File: config.mk
export PLATFORM = sky130hd
export DESIGN_NAME = random_draw_pool_core
export DESIGN_NICKNAME = d
export VERILOG_FILES = /design/src/hdl/rdp_pkg.sv /design/src/hdl/random_draw_pool_core.sv
export SDC_FILE = /design/constraint.sdc
export NUM_CORES = 1
export LEC_CHECK = 0
export ABC_AREA = 0
export BUFFER_PORTS_ARGS = -buffer_cell sky130_fd_sc_hd__buf_2
export CAP_MARGIN = 15
export CORE_MARGIN = 4
export CORE_UTILIZATION = 50
export CTS_BUF_LIST = sky130_fd_sc_hd__clkbuf_8
export DETAILED_ROUTE_END_ITERATION = 8
export PLACE_DENSITY = 0.66
export SYNTH_ARGS = -nofsm -noshare
export SYNTH_HDL_FRONTEND = slang
export SYNTH_SLANG_ARGS = --single-unit
File: constraint.sdc
create_clock -name clk_i -period 4.97 [get_ports clk_i]
set_input_delay 1.2425 -clock clk_i [delete_from_list [all_inputs] [get_ports clk_i]]
set_output_delay 1.2425 -clock clk_i [all_outputs]
set_load 0.005 [all_outputs]
File: src/hdl/rdp_pkg.sv
// ----------------------------------------------------------------------------
// Random draw pool package
// Shared sizes, operation and status codes, and controller states.
// ----------------------------------------------------------------------------
package rdp_pkg;

  // Number of distinct items held in the pool.
  localparam int POOL_SIZE = 52;

  // Field widths of the request and result channels.
  localparam int KIND_W   = 2;
  localparam int WORD_W   = 32;
  localparam int ITEM_W   = 6;
  localparam int STATUS_W = 2;

  // Slot index, live count and bit counter widths.
  localparam int IDX_W  = $clog2(POOL_SIZE);
  localparam int CNT_W  = $clog2(POOL_SIZE + 1);
  localparam int BITS_W = $clog2(WORD_W);

  typedef enum logic [KIND_W-1:0] {
    KIND_REFILL = 2'd0,
    KIND_DRAW   = 2'd1,
    KIND_REMOVE = 2'd2,
    KIND_NOP    = 2'd3
  } kind_e;

  typedef enum logic [STATUS_W-1:0] {
    ST_OK        = 2'd0,
    ST_NOT_FOUND = 2'd1,
    ST_EMPTY     = 2'd2
  } status_e;

  typedef enum logic [2:0] {
    S_IDLE,
    S_DIV,
    S_TAKE,
    S_CHK,
    S_SCAN,
    S_LAST,
    S_DONE
  } state_e;

endpackage

File: src/hdl/random_draw_pool_core.sv
// ----------------------------------------------------------------------------
// Random draw pool core
// Pool of distinct item numbers held in a slot memory with a live count.
// ----------------------------------------------------------------------------
// Usage
//   The request channel (in_valid_i / in_stall_o) carries kind_i,
//   random_word_i and item_value_i. A request is taken when in_valid_i is
//   high and in_stall_o is low. Kind 0 refills the pool, kind 1 draws the
//   slot at random_word_i modulo the live count, kind 2 removes a given
//   item number, kind 3 does nothing. Every request yields one result on the
//   result channel (out_valid_o / out_stall_i) with item_out_o, status_o and
//   live_count_o; the result register holds still while out_stall_i is high.
//   One request is worked on at a time. The result register is loaded as
//   the controller returns to idle; refill and the trivial cases go straight
//   to that load. A draw runs the bit-serial remainder unit (one bit of the
//   32-bit word per cycle), then the read, read-last and write-back accesses
//   to the slot memory. A remove first tries the slot equal to the value
//   when that lies below the live count; if the slot does not hold it, the
//   scan reads one live slot per cycle through the single memory read port.
//   A new request is accepted while a finished result still waits in the
//   result register; the controller then waits only if it must load the
//   next result before the previous one has been taken.
//   Reset empties the result register and acts as a refill: slot i holds
//   item i and the live count is full. No clearing pass is needed, because
//   a per-slot written flag makes an unwritten slot read as its own index.
// ----------------------------------------------------------------------------
module random_draw_pool_core (
  input  logic                          clk_i,
  input  logic                          rst_ni,
  input  logic                          in_valid_i,
  output logic                          in_stall_o,
  input  logic [rdp_pkg::KIND_W-1:0]    kind_i,
  input  logic [rdp_pkg::WORD_W-1:0]    random_word_i,
  input  logic [rdp_pkg::ITEM_W-1:0]    item_value_i,
  output logic                          out_valid_o,
  input  logic                          out_stall_i,
  output logic [rdp_pkg::ITEM_W-1:0]    item_out_o,
  output logic [rdp_pkg::STATUS_W-1:0]  status_o,
  output logic [rdp_pkg::ITEM_W-1:0]    live_count_o
);
  import rdp_pkg::*;

  // Controller state and working registers.
  state_e              state_q, state_d;
  logic [CNT_W-1:0]    cnt_q, cnt_d;
  logic [WORD_W-1:0]   word_q, word_d;
  logic [ITEM_W-1:0]   value_q, value_d;
  logic [CNT_W-1:0]    rem_q, rem_d;
  logic [BITS_W-1:0]   bit_cnt_q, bit_cnt_d;
  logic [IDX_W-1:0]    slot_q, slot_d;
  logic [ITEM_W-1:0]   item_q, item_d;
  status_e             res_status_q, res_status_d;

  // Result register.
  logic                out_valid_q;
  logic [ITEM_W-1:0]   out_item_q;
  status_e             out_status_q;
  logic [ITEM_W-1:0]   out_count_q;
  logic                out_load;

  // Slot memory and its per-slot written flags.
  logic [ITEM_W-1:0]   mem_q [POOL_SIZE];
  logic [POOL_SIZE-1:0] vld_q;
  logic                rd_en;
  logic [IDX_W-1:0]    rd_addr;
  logic [ITEM_W-1:0]   rd_data_q;
  logic                rd_vld_q;
  logic [IDX_W-1:0]    rd_addr_q;
  logic                wr_en;
  logic                vld_clr;
  logic [ITEM_W-1:0]   entry;

  logic                in_accept;
  logic [CNT_W:0]      trial;
  logic [CNT_W-1:0]    cnt_dec;

  assign in_stall_o = (state_q != S_IDLE);
  assign in_accept  = in_valid_i && !in_stall_o;

  // A slot never written since the last refill holds its own index.
  assign entry   = rd_vld_q ? rd_data_q : ITEM_W'(rd_addr_q);
  assign cnt_dec = cnt_q - CNT_W'(1);

  // One restoring step of the remainder: shift in the next word bit and
  // subtract the live count when it fits.
  assign trial = {rem_q, word_q[WORD_W-1]};

  always_comb begin
    state_d      = state_q;
    cnt_d        = cnt_q;
    word_d       = word_q;
    value_d      = value_q;
    rem_d        = rem_q;
    bit_cnt_d    = bit_cnt_q;
    slot_d       = slot_q;
    item_d       = item_q;
    res_status_d = res_status_q;
    rd_en        = 1'b0;
    rd_addr      = '0;
    wr_en        = 1'b0;
    vld_clr      = 1'b0;
    out_load     = 1'b0;

    unique case (state_q)
      S_IDLE: begin
        if (in_accept) begin
          word_d       = random_word_i;
          value_d      = item_value_i;
          item_d       = '0;
          res_status_d = ST_OK;
          unique case (kind_e'(kind_i))
            KIND_REFILL: begin
              vld_clr = 1'b1;
              cnt_d   = CNT_W'(POOL_SIZE);
              state_d = S_DONE;
            end
            KIND_DRAW: begin
              if (cnt_q == '0) begin
                res_status_d = ST_EMPTY;
                state_d      = S_DONE;
              end else begin
                rem_d     = '0;
                bit_cnt_d = BITS_W'(WORD_W - 1);
                state_d   = S_DIV;
              end
            end
            KIND_REMOVE: begin
              if (cnt_q == '0) begin
                res_status_d = ST_NOT_FOUND;
                state_d      = S_DONE;
              end else if (CNT_W'(item_value_i) < cnt_q) begin
                // Try the slot whose index equals the value first.
                rd_en   = 1'b1;
                rd_addr = IDX_W'(item_value_i);
                state_d = S_CHK;
              end else begin
                rd_en   = 1'b1;
                rd_addr = '0;
                state_d = S_SCAN;
              end
            end
            KIND_NOP: begin
              state_d = S_DONE;
            end
            default: begin
              state_d = S_DONE;
            end
          endcase
        end
      end

      S_DIV: begin
        if (trial >= {1'b0, cnt_q}) begin
          rem_d = CNT_W'(trial - {1'b0, cnt_q});
        end else begin
          rem_d = CNT_W'(trial);
        end
        word_d    = {word_q[WORD_W-2:0], 1'b0};
        bit_cnt_d = bit_cnt_q - BITS_W'(1);
        if (bit_cnt_q == '0) begin
          rd_en   = 1'b1;
          rd_addr = IDX_W'(rem_d);
          state_d = S_TAKE;
        end
      end

      S_TAKE: begin
        item_d  = entry;
        slot_d  = rd_addr_q;
        cnt_d   = cnt_dec;
        rd_en   = 1'b1;
        rd_addr = IDX_W'(cnt_dec);
        state_d = S_LAST;
      end

      S_CHK: begin
        if (entry == value_q) begin
          item_d  = entry;
          slot_d  = rd_addr_q;
          cnt_d   = cnt_dec;
          rd_en   = 1'b1;
          rd_addr = IDX_W'(cnt_dec);
          state_d = S_LAST;
        end else begin
          rd_en   = 1'b1;
          rd_addr = '0;
          state_d = S_SCAN;
        end
      end

      S_SCAN: begin
        // Data for rd_addr_q arrives while the next slot is read.
        if (entry == value_q) begin
          item_d  = entry;
          slot_d  = rd_addr_q;
          cnt_d   = cnt_dec;
          rd_en   = 1'b1;
          rd_addr = IDX_W'(cnt_dec);
          state_d = S_LAST;
        end else if (CNT_W'(rd_addr_q) == cnt_dec) begin
          item_d       = '0;
          res_status_d = ST_NOT_FOUND;
          state_d      = S_DONE;
        end else begin
          rd_en   = 1'b1;
          rd_addr = rd_addr_q + IDX_W'(1);
        end
      end

      S_LAST: begin
        // Move the last live item into the freed slot.
        wr_en   = 1'b1;
        state_d = S_DONE;
      end

      S_DONE: begin
        if (!out_valid_q || !out_stall_i) begin
          out_load = 1'b1;
          state_d  = S_IDLE;
        end
      end

      default: begin
        state_d = S_IDLE;
      end
    endcase
  end

  always_ff @(posedge clk_i or negedge rst_ni) begin
    if (!rst_ni) begin
      state_q <= S_IDLE;
      cnt_q   <= CNT_W'(POOL_SIZE);
    end else begin
      state_q <= state_d;
      cnt_q   <= cnt_d;
    end
  end

  always_ff @(posedge clk_i) begin
    word_q       <= word_d;
    value_q      <= value_d;
    rem_q        <= rem_d;
    bit_cnt_q    <= bit_cnt_d;
    slot_q       <= slot_d;
    item_q       <= item_d;
    res_status_q <= res_status_d;
  end

  // Slot memory: one read port with registered data, one write port.
  always_ff @(posedge clk_i) begin
    if (wr_en) begin
      mem_q[slot_q] <= entry;
    end
    if (rd_en) begin
      rd_data_q <= mem_q[rd_addr];
      rd_vld_q  <= vld_q[rd_addr];
      rd_addr_q <= rd_addr;
    end
  end

  always_ff @(posedge clk_i or negedge rst_ni) begin
    if (!rst_ni) begin
      vld_q <= '0;
    end else if (vld_clr) begin
      vld_q <= '0;
    end else if (wr_en) begin
      vld_q[slot_q] <= 1'b1;
    end
  end

  // Result register.
  always_ff @(posedge clk_i or negedge rst_ni) begin
    if (!rst_ni) begin
      out_valid_q <= 1'b0;
    end else if (out_load) begin
      out_valid_q <= 1'b1;
    end else if (!out_stall_i) begin
      out_valid_q <= 1'b0;
    end
  end

  always_ff @(posedge clk_i) begin
    if (out_load) begin
      out_item_q   <= item_q;
      out_status_q <= res_status_q;
      out_count_q  <= ITEM_W'(cnt_q);
    end
  end

  assign out_valid_o  = out_valid_q;
  assign item_out_o   = out_item_q;
  assign status_o     = out_status_q;
  assign live_count_o = out_count_q;

  // The live count never exceeds the pool size.
  a_cnt_range : assert property (@(posedge clk_i) disable iff (!rst_ni)
    cnt_q <= CNT_W'(POOL_SIZE))
    else $error("live count above pool size");

  // The scan only looks at live slots.
  a_scan_live : assert property (@(posedge clk_i) disable iff (!rst_ni)
    (state_q == S_SCAN) |-> (CNT_W'(rd_addr_q) < cnt_q))
    else $error("scan beyond live slots");

  // An empty-pool result reports a zero count and no item.
  a_empty_res : assert property (@(posedge clk_i) disable iff (!rst_ni)
    (out_valid_q && out_status_q == ST_EMPTY) |->
      (out_count_q == '0 && out_item_q == '0))
    else $error("empty status with live items");

  // A write-back only goes to a slot at or below the new live count.
  a_wr_slot : assert property (@(posedge clk_i) disable iff (!rst_ni)
    wr_en |-> (CNT_W'(slot_q) <= cnt_q))
    else $error("write-back outside live slots");

endmodule

=== Word level (Yosys, flattened, before mapping) ===
Memories as Yosys holds them, arrays and structs flattened. A register that Yosys moved wholly into a read port is not among the register bits.
Cells that the tools add are included.

* Add/sub/neg operators: 4
* $lt $le $gt $ge: 5
* Muxes and demuxes: 73
* Eq/ne operators: 23
* Bitwise gates (word level): 1
* Reduce and logical (&&, ||, !) cells: 28

{| class="wikitable"
|+ Operators by type and width
! kind !! count
|-
| $mux 6 || 21
|-
| $mux 52 || 2
|-
| $pmux 32 s2 || 1
|-
| $or 52x52->52 || 1
|-
| $mux 32 || 1
|-
| $pmux 6 s5 || 1
|-
| $mux 3 || 8
|-
| $pmux 6 s2 || 2
|-
| $pmux 6 s4 || 1
|-
| $pmux 3 s7 || 1
|-
| $mux 1 || 20
|-
| $reduce_and 4->1 || 5
|-
| $pmux 6 s3 || 1
|-
| $mux 5 || 3
|-
| $lt 6x7->1 const B || 2
|-
| $ne 2x2->1 const B || 7
|-
| $eq 6x6->1 || 2
|-
| $pmux 5 s2 || 1
|-
| $eq 3x3->1 const B || 3
|-
| $pmux 3 s3 || 1
|-
| $mux 2 || 4
|-
| $ne 2x1->1 const B || 4
|-
| $pmux 2 s2 || 2
|-
| $reduce_bool 2->1 || 4
|-
| 26 further kinds || 36
|}

* Input bits: 44
* Output and inout bits: 16
* Logic and storage cells: 151
* Memories kept: 1
* Bits in registers: 146
* RAM bits: 312

{| class="wikitable"
|+ Memory list
! name !! depth !! width !! rd ports !! clocked after Yosys merged registers in !! wr ports !! RTL line !! RTL
|-
| mem_q || 52 || 6 || 1 || 1 || 1 || random_draw_pool_core.sv:62 || <nowiki>logic [ITEM_W-1:0] mem_q [POOL_SIZE];</nowiki>
|}

=== Depth between registers and ports, before layout ===
Gate-level depths: netlist of run 1.

* Depth after elaboration: 8
* Mapped depth: 20

=== Worst setup path after synthesis of run 1 ===
OpenSTA, ideal clock, no wires.

* Kind: input -> register
* Start: in in_valid_i
* End: reg rd_data_q[1] (read register of mem_q), data pin
* Setup time: 167 ps
* Required time: 4803 ps
* Stages: 14
* Data arrival time: 3941 ps
* Path slack: 862 ps
* Cells stage by stage: nor4b_2 -> o311a_1 -> o2111a_1 -> a221o_1 -> a311oi_2 -> inv_1 -> buf_2 -> buf_2 -> buf_1 -> nand2_1 -> a311oi_1 -> a21oi_1 -> a22o_1 -> a211oi_1

* Word-level cells in the longest chain between the ends: 3
* Elaborated cells on any way between the ends: 5
* Those cells by class: mux: 4; reduce/logical: 1

{| class="wikitable"
|+ Ends and longest elaborated chain
! what !! RTL line !! RTL
|-
| start: declaration || random_draw_pool_core.sv:30 || <nowiki>input logic in_valid_i,</nowiki>
|-
| $logic_and 1x1->1 (*) || random_draw_pool_core.sv:78 || <nowiki>assign in_accept = in_valid_i && !in_stall_o;</nowiki>
|-
| $mux 6 / $mux 1 (equally long branches) || random_draw_pool_core.sv:106 || <nowiki>if (in_accept) begin</nowiki>
|-
| $pmux 6 s5 / $pmux 1 s4 (equally long branches) || random_draw_pool_core.sv:104 || <nowiki>unique case (state_q)</nowiki>
|-
| end: declaration || random_draw_pool_core.sv:66 || <nowiki>logic [ITEM_W-1:0] rd_data_q;</nowiki>
|}

Mark *: on every way between the ends. The rest lies on a longest branch, timed or not.
A chain may end at the register's enable or synchronous reset.

=== Worst setup path after layout of run 1 ===
* Start: reg cnt_q[5]
* End: reg rd_vld_q, data pin

* Word-level cells in the longest chain between the ends: 8
* Elaborated cells on any way between the ends: 18
* Those cells by class: add/sub: 2; order compare: 2; eq/ne: 1; mux: 12; reduce/logical: 1

{| class="wikitable"
|+ Ends and longest elaborated chain
! what !! RTL line !! RTL
|-
| start: declaration || random_draw_pool_core.sv:45 || <nowiki>logic [CNT_W-1:0] cnt_q, cnt_d;</nowiki>
|-
| start signal: assignment || random_draw_pool_core.sv:232 || <nowiki>cnt_q <= CNT_W'(POOL_SIZE);</nowiki>
|-
| start signal: assignment || random_draw_pool_core.sv:235 || <nowiki>cnt_q <= cnt_d;</nowiki>
|-
| parallel branches: the longest is 5 deep, another holds $sub 6x1->6 || n/a ||
|-
| $pmux 6 s5 (*) || random_draw_pool_core.sv:104 ||
|-
| $bmux 1 s6 (*) || random_draw_pool_core.sv:256 || <nowiki>rd_vld_q <= vld_q[rd_addr];</nowiki>
|-
| $mux 1 (not written as such) (*) || random_draw_pool_core.sv:256 ||
|-
| end signal: assignment || random_draw_pool_core.sv:256 ||
|-
| end: declaration || random_draw_pool_core.sv:67 || <nowiki>logic rd_vld_q;</nowiki>
|}

Every way passes the cells marked *. The select of a mux whose other input is x is not followed.

==> run_results.csv, run 1 <==
group,metric,value,unit
power,internal_power,9.25,mW
die,die_y,208,µm
timing,hold_viol,0,
die,rows,72,
hold_path,holdCritPathClass,"reg2reg",
layout,utilization,57.5,%
cts,clkLatencyLatePin,630,ps
synth,syn_area_per_cell,12.5,µm²
synth,ys_seq_area_share,68.3,%
synth,syn_area,20000,µm²
synth,synth_top_area_cell,"edfxtp_1",
grt,grt_pass1_wl,78900,µm
timing,finalSetupViolCount,0,
synth,synth_common_cells,"nand2_1, edfxtp_1, nor2_1",
drt,dr.pass1.iters,5,
synth,syn_nets,1663,
timing,post-route-min-period,4620,ps
cts,clockBufferDepth,3,
synth,async_flop_share,13.4,%
power,switching_share,41.1,%
cts,htreeDepth,3,
cts,post_cts_buffers,0,
cts,cts_root_buf,"clkbuf_8",
synth,ys_seq_elements,464,
layout,final_cells,2294,
critical_path,worstPathArrival,5040,ps
grt,grt_overflow,0,
synth,synth_top_area_share,60.5,%
drt,drt_iter0_markers,1417,
timing,finalMaxSlewViolations,0,
placed_design,dp_hpwl,32500,µm
power,power.leakage,8.64,nW
cts,cts_resized,0,
power,clkPwrFrac,19.3,%
drt,routedWlPerCell,22.2,µm
grt,antenna_found_initial,0,
die,coreArea,39100,µm²
cts,clk_pin_slew,60,ps
timing,fin_skew,31.0,ps
synth,synth_edf_count,402,
timing,rsz0062_at_grt,"no",
layout,diodes,0,
die,die_w,208,µm
layout,layout-drive-gt1-share,14.0,%
placed_design,dp.cells,2157,
timing,max_freq,0.216,GHz
run_status,status,"finished clean",
die,die_area,43200,µm²
cts,clkSinkCount,464,
critical_path,critPathLaunchType,"register",
drt,via_per_inst,5.87,
critical_path,critPathSlowestCell,"dfstp_2",
grt,grt_max_degree,87,
cts,cts_tree,"yes",
synth,synth_area_leaders,"edfxtp_1, nand2_1, dfrtp_1",
synth,yosys_warnings,0,
placed_design,placed_area,21000,µm²
synth,synth.most_common_cell,"nand2_1",
synth,synth_ff_type,"edfxtp_1",
critical_path,required,5390,ps
timing,setup_tns,0,ps
power,power_frac_seq,35.1,%
critical_path,crit_chain,"inv_1 > ha_1 > o21ai_0 > o21ai_0 > a21o_1 > a211oi_1 > a311oi_4 > buf_12 > buf_4 > nand2_1 > and3_1 > a2111oi_0 > buf_4 > nor3_1 > o32ai_1",
timing,fin_hold_ws,428,ps
grt,first_global_vias,13204,
drt,wl,51000,µm
critical_path,critical_path_class,"reg2reg",
critical_path,crit_fanout,37,
power,ir_drop,0.000519,V
drt,drc,0,
critical_path,max_stage_delay,630,ps
layout,final_nets,1780,
job,drv_cap,0,
synth,synth.distinct_cells,77,
power,pwr-share-comb,45.6,%
die,io-pin-count,60,
critical_path,critPathCaptureType,"register",
cts,hold_buffers,0,
placed_design,place.gp.congestion,0.937,
synth,syn_inst,1601,
timing,max_slew_margin,36.7,%
layout,syn2layout_area_growth,12.6,%
die,start_util,51.1,%
layout,num-fill-cells,3216,
timing,tightest_slew,949,ps
power,p_sw,6.47,mW
placed_design,io_buffers,59,
drt,num_vias,13469,
timing,finalCritPeriodShare,93.0,%
power,p_per_area,699,nW/µm²
cts,cts_buffers,75,
grt,grt_use_total,23.3,%
layout,final_area,22500,µm²
drt,antenna_left,0,
state kept, by name, indices dropped and copies added (netlist names), 6 cells and up:
register,count
vld_q,52
rem_q,6
item_q,6
slot_q,6
rd_addr_q,6
cnt_q,6
rd_data_q,6
live_count_o,6
word_q,32
mem_q,312
value_q,6
item_out_o,6
stage by stage:
step | setup WS, ps | power, mW
finish | 349 | 15.7
global route | 97.6 | 16.5
CTS | 392 | 15.7
detailed placement | 98.9 | 12.6
global placement | 254 | 12.6
floorplan | 862 | 9.88
power groups by stage:
| stage | Combinational [mW] | Sequential [mW] | Clock, mW |
|---|---|---|---|
| after floorplan | 4.37 | 5.51 | 0 |
| after global placement | 6.97 | 5.58 | 0 |
| after detailed placement | 7.03 | 5.60 | 0 |
| after CTS | 7.05 | 5.52 | 3.10 |
| after global routing | 7.67 | 5.55 | 3.30 |
| final | 7.16 | 5.52 | 3.03 |
worst paths after layout:
kind	slack, ps	to	start	cells after the start
max	350	rd_vld_q	cnt_q[5]	15
min	430	item_out_o[2]	item_q[2]	0
max reg2reg	350	rd_vld_q	cnt_q[5]	15
min reg2reg	430	item_out_o[2]	item_q[2]	0
max in group asynchronous	3580	vld_q[37]	rst_ni	1
min in group asynchronous	770	vld_q[28]	rst_ni	1
layout make-up:
cell class              instances  area, µm²  share of cell area [%]
clock buffers                  81       1110                    4.96
multi-input cells            1018       5780                    25.7
flip-flops and latches        464      13600                    60.6
inverters                      30        115                   0.512
repair buffers                129        931                    4.14
well taps                     518        648                    2.88
clock inverters                54        259                    1.15
routing by layer:
metal  GRT usage (%)  wire (µm)
met5               0          0
met4            6.73       1200
met3            5.50       4670
met2            36.5      23800
met1            33.0      21300
critical path, delay by kind of cell (launching register included):
family,cells,cell delay [ps]
AOI/OAI and AO/OA,7,2110
DFF,1,630
buffers and inverters,4,970
adders and majority gates,1,370
and+or+nand+nor,3,320
cells in the final DEF, fill, tap and decap left out, types with 12 or more instances in the layout:
cell type,instances
and3_1,52
a21oi_1,36
ha_1,17
edfxtp_1,402
nand2_1,413
mux2i_1,46
clkbuf_8,81
nor2_1,92
dfrtp_1,59
nand3_1,68
o21ai_0,12
o21a_1,56
buf_4,63
a311oi_1,21
inv_1,62
xnor2_1,17
buf_2,58
or3_1,13
a211oi_1,12
a31oi_1,23
cells by family (layout without fill, tap and decap cells):
logic type	after synthesis	after routing	synth area share, %
and+or+nand+nor	684	684	14.9
DFF	464	464	68.3
xor gates and xnor gates	25	25	1.20
muxes	49	49	2.50
adders and majority gates	18	18	1.17
AOI/OAI and AO/OA	242	242	9.03
buffers and inverters	119	294	2.95
(Power assumes the default switching activity.)
==> run 2: changes to the inputs <==
--- a/config.mk
+++ b/config.mk
@@ -6,7 +6,7 @@
 export NUM_CORES = 1
 export LEC_CHECK = 0
 export ABC_AREA = 0
-export BUFFER_PORTS_ARGS = -buffer_cell sky130_fd_sc_hd__buf_2
+export BUFFER_PORTS_ARGS = -buffer_cell sky130_fd_sc_hd__buf_4
 export CAP_MARGIN = 15
 export CORE_MARGIN = 4
 export CORE_UTILIZATION = 50
==> run 2 against run 1 <==
Net effect:
- sequential power hardly changed
- combinational power hardly changed
- worst setup slack worse by 68 ps
- worst hold slack worse by 7.2 ps
- non-clock buffer count is 5 lower
- final cell count hardly changed
- global-route usage is 0.22 points higher
- clock power hardly changed
- register-to-register slack worse by 70 ps
- critical path type unchanged
==> run_results.csv, run 2 (synthesis results as in run 1) <==
group,metric,value,unit
timing,finalMaxSlewViolations,0,
drt,routedWlPerCell,22.5,µm
drt,num_vias,13397,
die,rows,72,
placed_design,place.gp.congestion,0.925,
grt,grt_max_degree,63,
grt,grt_overflow,0,
layout,final_nets,1775,
layout,layout_common_cells,"nand2_1, edfxtp_1, buf_4, nor2_1, clkbuf_8",
timing,max_slew_margin,32.3,%
critical_path,critPathSlowestCell,"edfxtp_1",
cts,cts_tree,"yes",
layout,layout-drive-gt1-share,13.7,%
die,die_area,43200,µm²
cts,cts_root_buf,"clkbuf_8",
timing,max_freq,0.213,GHz
critical_path,critical_path_class,"reg2reg",
placed_design,dp_hpwl,33400,µm
critical_path,critPathTopFamily,"compound AO/OA/AOI/OAI gates",
drt,top_layer_used,"met4",
power,power.leakage,8.69,nW
cts,clkLatencyLatePin,640,ps
drt,antenna_left,0,
grt,first_global_vias,13336,
drt,dr.pass1.iters,5,
critical_path,crit_chain,"mux2i_1 > xnor2_1 > nor4_4 > a31oi_1 > inv_2 > nand2_1 > o2111a_1 > inv_2 > nor2_1 > buf_4 > a22oi_1 > a211oi_1 > buf_4 > and3_1 > o32ai_1",
grt,grt_pass1_wl,79600,µm
power,finalPower,15.7,mW
critical_path,path_buf_inv,4,
layout,num-fill-cells,3249,
timing,fin_skew,32.6,ps
layout,diodes,0,
cts,hold_buffers,0,
power,ir_drop,0.000388,V
critical_path,max_stage_delay,580,ps
timing,hold_viol,0,
drt,met2_length,24000,µm
timing,post-route-min-period,4690,ps
run_status,status,"finished clean",
cts,clk_pin_slew,60,ps
timing,rsz0062_at_grt,"no",
critical_path,worstPathArrival,5050,ps
layout,final_common_cell,"nand2_1",
layout,final_cells,2292,
job,drv_cap,0,
layout,final_area,22600,µm²
timing,setup_tns,0,ps
layout,largest_register,"mem_q",
placed_design,io_buffers,59,
power,p_per_area,697,nW/µm²
drt,wl,51500,µm
drt,via_per_inst,5.85,
critical_path,critPathLaunchType,"register",
grt,grt_use_total,23.6,%
drt,drt_iter0_markers,1248,
cts,cts_buffers,75,
placed_design,placed_area,21200,µm²
drt,drc,0,
layout,largest_reg_flops,312,
placed_design,dp.cells,2153,
die,die_y,208,µm
critical_path,required,5330,ps
timing,finalSetupViolCount,0,
cts,clockBufferDepth,3,
cts,post_cts_buffers,0,
critical_path,critPathCaptureType,"register",
cts,htreeDepth,3,
hold_path,holdCritPathClass,"reg2reg",
die,coreArea,39100,µm²
drt,wl_met3,4630,µm
layout,syn2layout_area_growth,13.1,%
critical_path,crit_fanout,13,
timing,tightest_slew,1010,ps
grt,antenna_found_initial,0,
drt,wl_met1,21200,µm
die,start_util,51.1,%
die,io-pin-count,60,
cts,cts_resized,0,
cts,clkSinkCount,464,
timing,finalCritPeriodShare,94.3,%
layout,top_regs,"mem_q x312, vld_q x52, word_q x32",
die,die_w,208,µm
-- run 2: cell count changes in the layout (fill, tap and decap cells not counted), sizes merged --
cell	change
buf	-5
clkbuf	+3
bufinv	-1
clkinv	-4
inv	+5
-- run 2: final timing paths --
check,to,from,slack [ps],cells after the start
max in group asynchronous,vld_q[0],rst_ni,3560,1
min in group asynchronous,vld_q[24],rst_ni,730,1
worst min-delay path,item_out_o[2],item_q[2],420,0
worst max register to register,rd_vld_q,rd_vld_q,280,15
worst min register to register,item_out_o[2],item_q[2],420,0
worst max-delay path,rd_vld_q,rd_vld_q,280,15
-- run 2: metal layers --
layer	up-vias	global-route usage, %
met5	-	0
met4	0	8.43
met1	6565	32.8
met2	617	37.0
li1	6090	-
met3	125	5.17
-- run 2: cell type report --
| type | instances | area [µm²] | area share [%] |
|---|---|---|---|
| clock inverter | 54 | 225 | 0.998 |
| tap | 518 | 648 | 2.87 |
| timing repair buffer | 124 | 1030 | 4.55 |
| clock buffer | 84 | 1160 | 5.12 |
| multi-input combinational | 1018 | 5780 | 25.6 |
| inverter | 30 | 115 | 0.510 |
| sequential | 464 | 13600 | 60.4 |
-- run 2: stage by stage --
step | worst slack (ps) | utilization (%) | hold WS [ps]
2_1_floorplan | 862 | - | 400
3_3_place_gp | 211 | 54.1 | 402
3_5_place_dp | 198 | 54.1 | 408
4_1_cts | 375 | 57.7 | 422
5_1_grt | 77.4 | 57.7 | 435
6_report | 281 | 57.7 | 420
-- run 2: where the power goes --
| group | switching (mW) | total [mW] | internal (mW) | leakage, nW |
|---|---|---|---|---|
| Sequential | 0.227 | 5.53 | 5.31 | 4.48 |
| Clock | 1.48 | 3.03 | 1.55 | 0.861 |
| Combinational | 4.79 | 7.17 | 2.38 | 3.34 |
| Total | 6.49 | 15.7 | 9.24 | 8.69 |
==> run 3: changes to the inputs <==
--- a/config.mk
+++ b/config.mk
@@ -9,10 +9,9 @@
 export BUFFER_PORTS_ARGS = -buffer_cell sky130_fd_sc_hd__buf_4
 export CAP_MARGIN = 15
 export CORE_MARGIN = 4
-export CORE_UTILIZATION = 50
+export CORE_UTILIZATION = 45
 export CTS_BUF_LIST = sky130_fd_sc_hd__clkbuf_8
 export DETAILED_ROUTE_END_ITERATION = 8
-export PLACE_DENSITY = 0.66
 export SYNTH_ARGS = -nofsm -noshare
 export SYNTH_HDL_FRONTEND = slang
 export SYNTH_SLANG_ARGS = --single-unit
==> run 3 against run 2 <==
Net effect:
- non-clock buffer count rose by 2
- utilization shrank 5.2 points
- largest power group unchanged
- clock skew grew 10 ps
- worst setup slack improved by 140 ps
- largest cell class unchanged
- clock-buffer cell count grew 1
- final cell count grew 3.4%
- wire length increased by 1.9%
- global-route usage decreased by 1.4 points
==> run_results.csv, run 3 (synthesis results as in run 1) <==
group,metric,value,unit
timing,finalCritPeriodShare,91.5,%
cts,clkLatencyLatePin,650,ps
layout,diodes,0,
layout,final_nets,1781,
critical_path,crit_fanout,84,
layout,layout-drive-gt1-share,14.7,%
grt,grt_max_degree,85,
cts,hold_buffers,0,
timing,hold_viol,0,
critical_path,r2r_slack,420,ps
die,coreArea,43500,µm²
layout,syn2layout_area_growth,14.3,%
cts,clk_pin_slew,60,ps
timing,finalMaxSlewViolations,0,
layout,layout_common_cells,"nand2_1, edfxtp_1, buf_4, nor2_1, clkbuf_8",
die,die_y,219,µm
die,die_area,47800,µm²
cts,cts_buffers,79,
placed_design,place.gp.congestion,0.914,
drt,num_vias,13418,
grt,first_global_vias,13380,
timing,tightest_slew,1010,ps
hold_path,hp-start,"item_q[4]",
drt,via_per_inst,5.66,
timing,setup_tns,0,ps
critical_path,critical_path_class,"reg2reg",
timing,fin_skew,42.9,ps
grt,antenna_found_initial,1,
hold_path,timing.hold.worst_endpoint,"item_out_o[4]",
cts,clkSinkCount,464,
critical_path,reg2reg_depth,15,
layout,final_area,22800,µm²
layout,largest_reg_flops,312,
drt,drt_iter0_markers,1381,
layout,final_common_cell,"nand2_1",
timing,max_slew_margin,32.6,%
cts,htreeDepth,3,
drt,drc,0,
timing,max_freq,0.220,GHz
critical_path,required,5420,ps
timing,finalSetupViolCount,0,
power,ir_drop,0.000604,V
drt,antenna_left,0,
critical_path,worstPathArrival,4990,ps
drt,dr.pass1.iters,6,
layout,largest_register,"mem_q",
timing,post-route-min-period,4550,ps
die,die_w,219,µm
layout,top_regs,"mem_q x312, vld_q x52, word_q x32",
placed_design,dp_hpwl,33200,µm
cts,cts_tree,"yes",
hold_path,holdCritPathClass,"reg2reg",
die,start_util,45.9,%
hold_path,holdPathStages,0,
drt,routedWlPerCell,22.2,µm
cts,cts_resized,0,
critical_path,critPathLaunchType,"register",
cts,cts_root_buf,"clkbuf_8",
grt,grt_overflow,0,
grt,grt_use_total,22.2,%
critical_path,r2r_end,"rd_data_q[1]",
drt,wl,52500,µm
critical_path,critPathCaptureType,"register",
job,drv_cap,0,
timing,rsz0062_at_grt,"no",
cts,post_cts_buffers,0,
power,power.leakage,8.72,nW
cts,clockBufferDepth,3,
placed_design,io_buffers,59,
die,io-pin-count,60,
die,rows,76,
critical_path,rr_startpoint,"cnt_q[4]",
run_status,status,"finished clean",
power,p_per_area,703,nW/µm²
grt,grt_pass1_wl,80400,µm
placed_design,placed_area,21300,µm²
==> run 3: metrics by stage <==
| stage | hold slack, ps | utilization, % | std cells | total power, mW | setup WS, ps |
|---|---|---|---|---|---|
| floorplan | 400 | - | 1601 | 9.88 | 862 |
| finish | 418 | 52.5 | 2369 | 16.0 | 424 |
| detailed placement | 407 | 49.0 | 2223 | 12.7 | 113 |
| CTS | 420 | 52.5 | 2369 | 16.1 | 435 |
| global placement | 402 | 49.0 | 2223 | 12.7 | 73.7 |
| global route | 435 | 52.5 | 2369 | 16.9 | 106 |
==> run 3: cell type report <==
| class | count | area (µm²) |
|---|---|---|
| Clock buffer | 85 | 1170 |
| Inverter | 30 | 115 |
| Multi-Input combinational cell | 1018 | 5780 |
| Fill cell | 3731 | 20600 |
| Timing Repair Buffer | 126 | 1030 |
| Clock inverter | 61 | 369 |
| Tap cell | 585 | 732 |
| Sequential cell | 464 | 13600 |
==> run 3: worst max-delay path, cell delays in order (launching register included) <==
cell	delay, ps
dfstp_2	570
inv_1	160
ha_1	380
o21ai_0	100
o21ai_0	240
a21o_1	310
a211oi_1	140
buf_4	170
a311oi_4	480
buf_12	380
nand2_1	90
and3_1	190
a311oi_1	290
a21oi_1	170
a22o_1	280
a211oi_1	280
==> run 3: worst max path at each step <==
stage          slack (ps)            to  cells after the start       startpoint
2_1_floorplan         860  rd_data_q[1]                     14       in_valid_i
3_3_place_gp           70      rd_vld_q                     14  item_value_i[3]
3_5_place_dp          110      rd_vld_q                     14  item_value_i[2]
4_1_cts               440      rd_vld_q                     15         cnt_q[4]
5_1_grt               110  rd_data_q[1]                     15         cnt_q[4]
6_report              420  rd_data_q[1]                     15         cnt_q[4]
==> run 3: power by group <==
part	total [mW]	internal (mW)	switching, mW
sequential	5.53	5.31	0.220
combinational	7.20	2.38	4.82
clock	3.32	1.75	1.56
total	16.0	9.44	6.60
==> run 3: per-layer routing <==
layer / global-route usage (%) / vias up / share of wire, %
li1: - / 6112 / -
met1: 30.6 / 6667 / 43
met2: 34.4 / 529 / 46
met3: 5.41 / 108 / 8.0
met4: 8.24 / 2 / 3.0
met5: 0 / - / 0.025
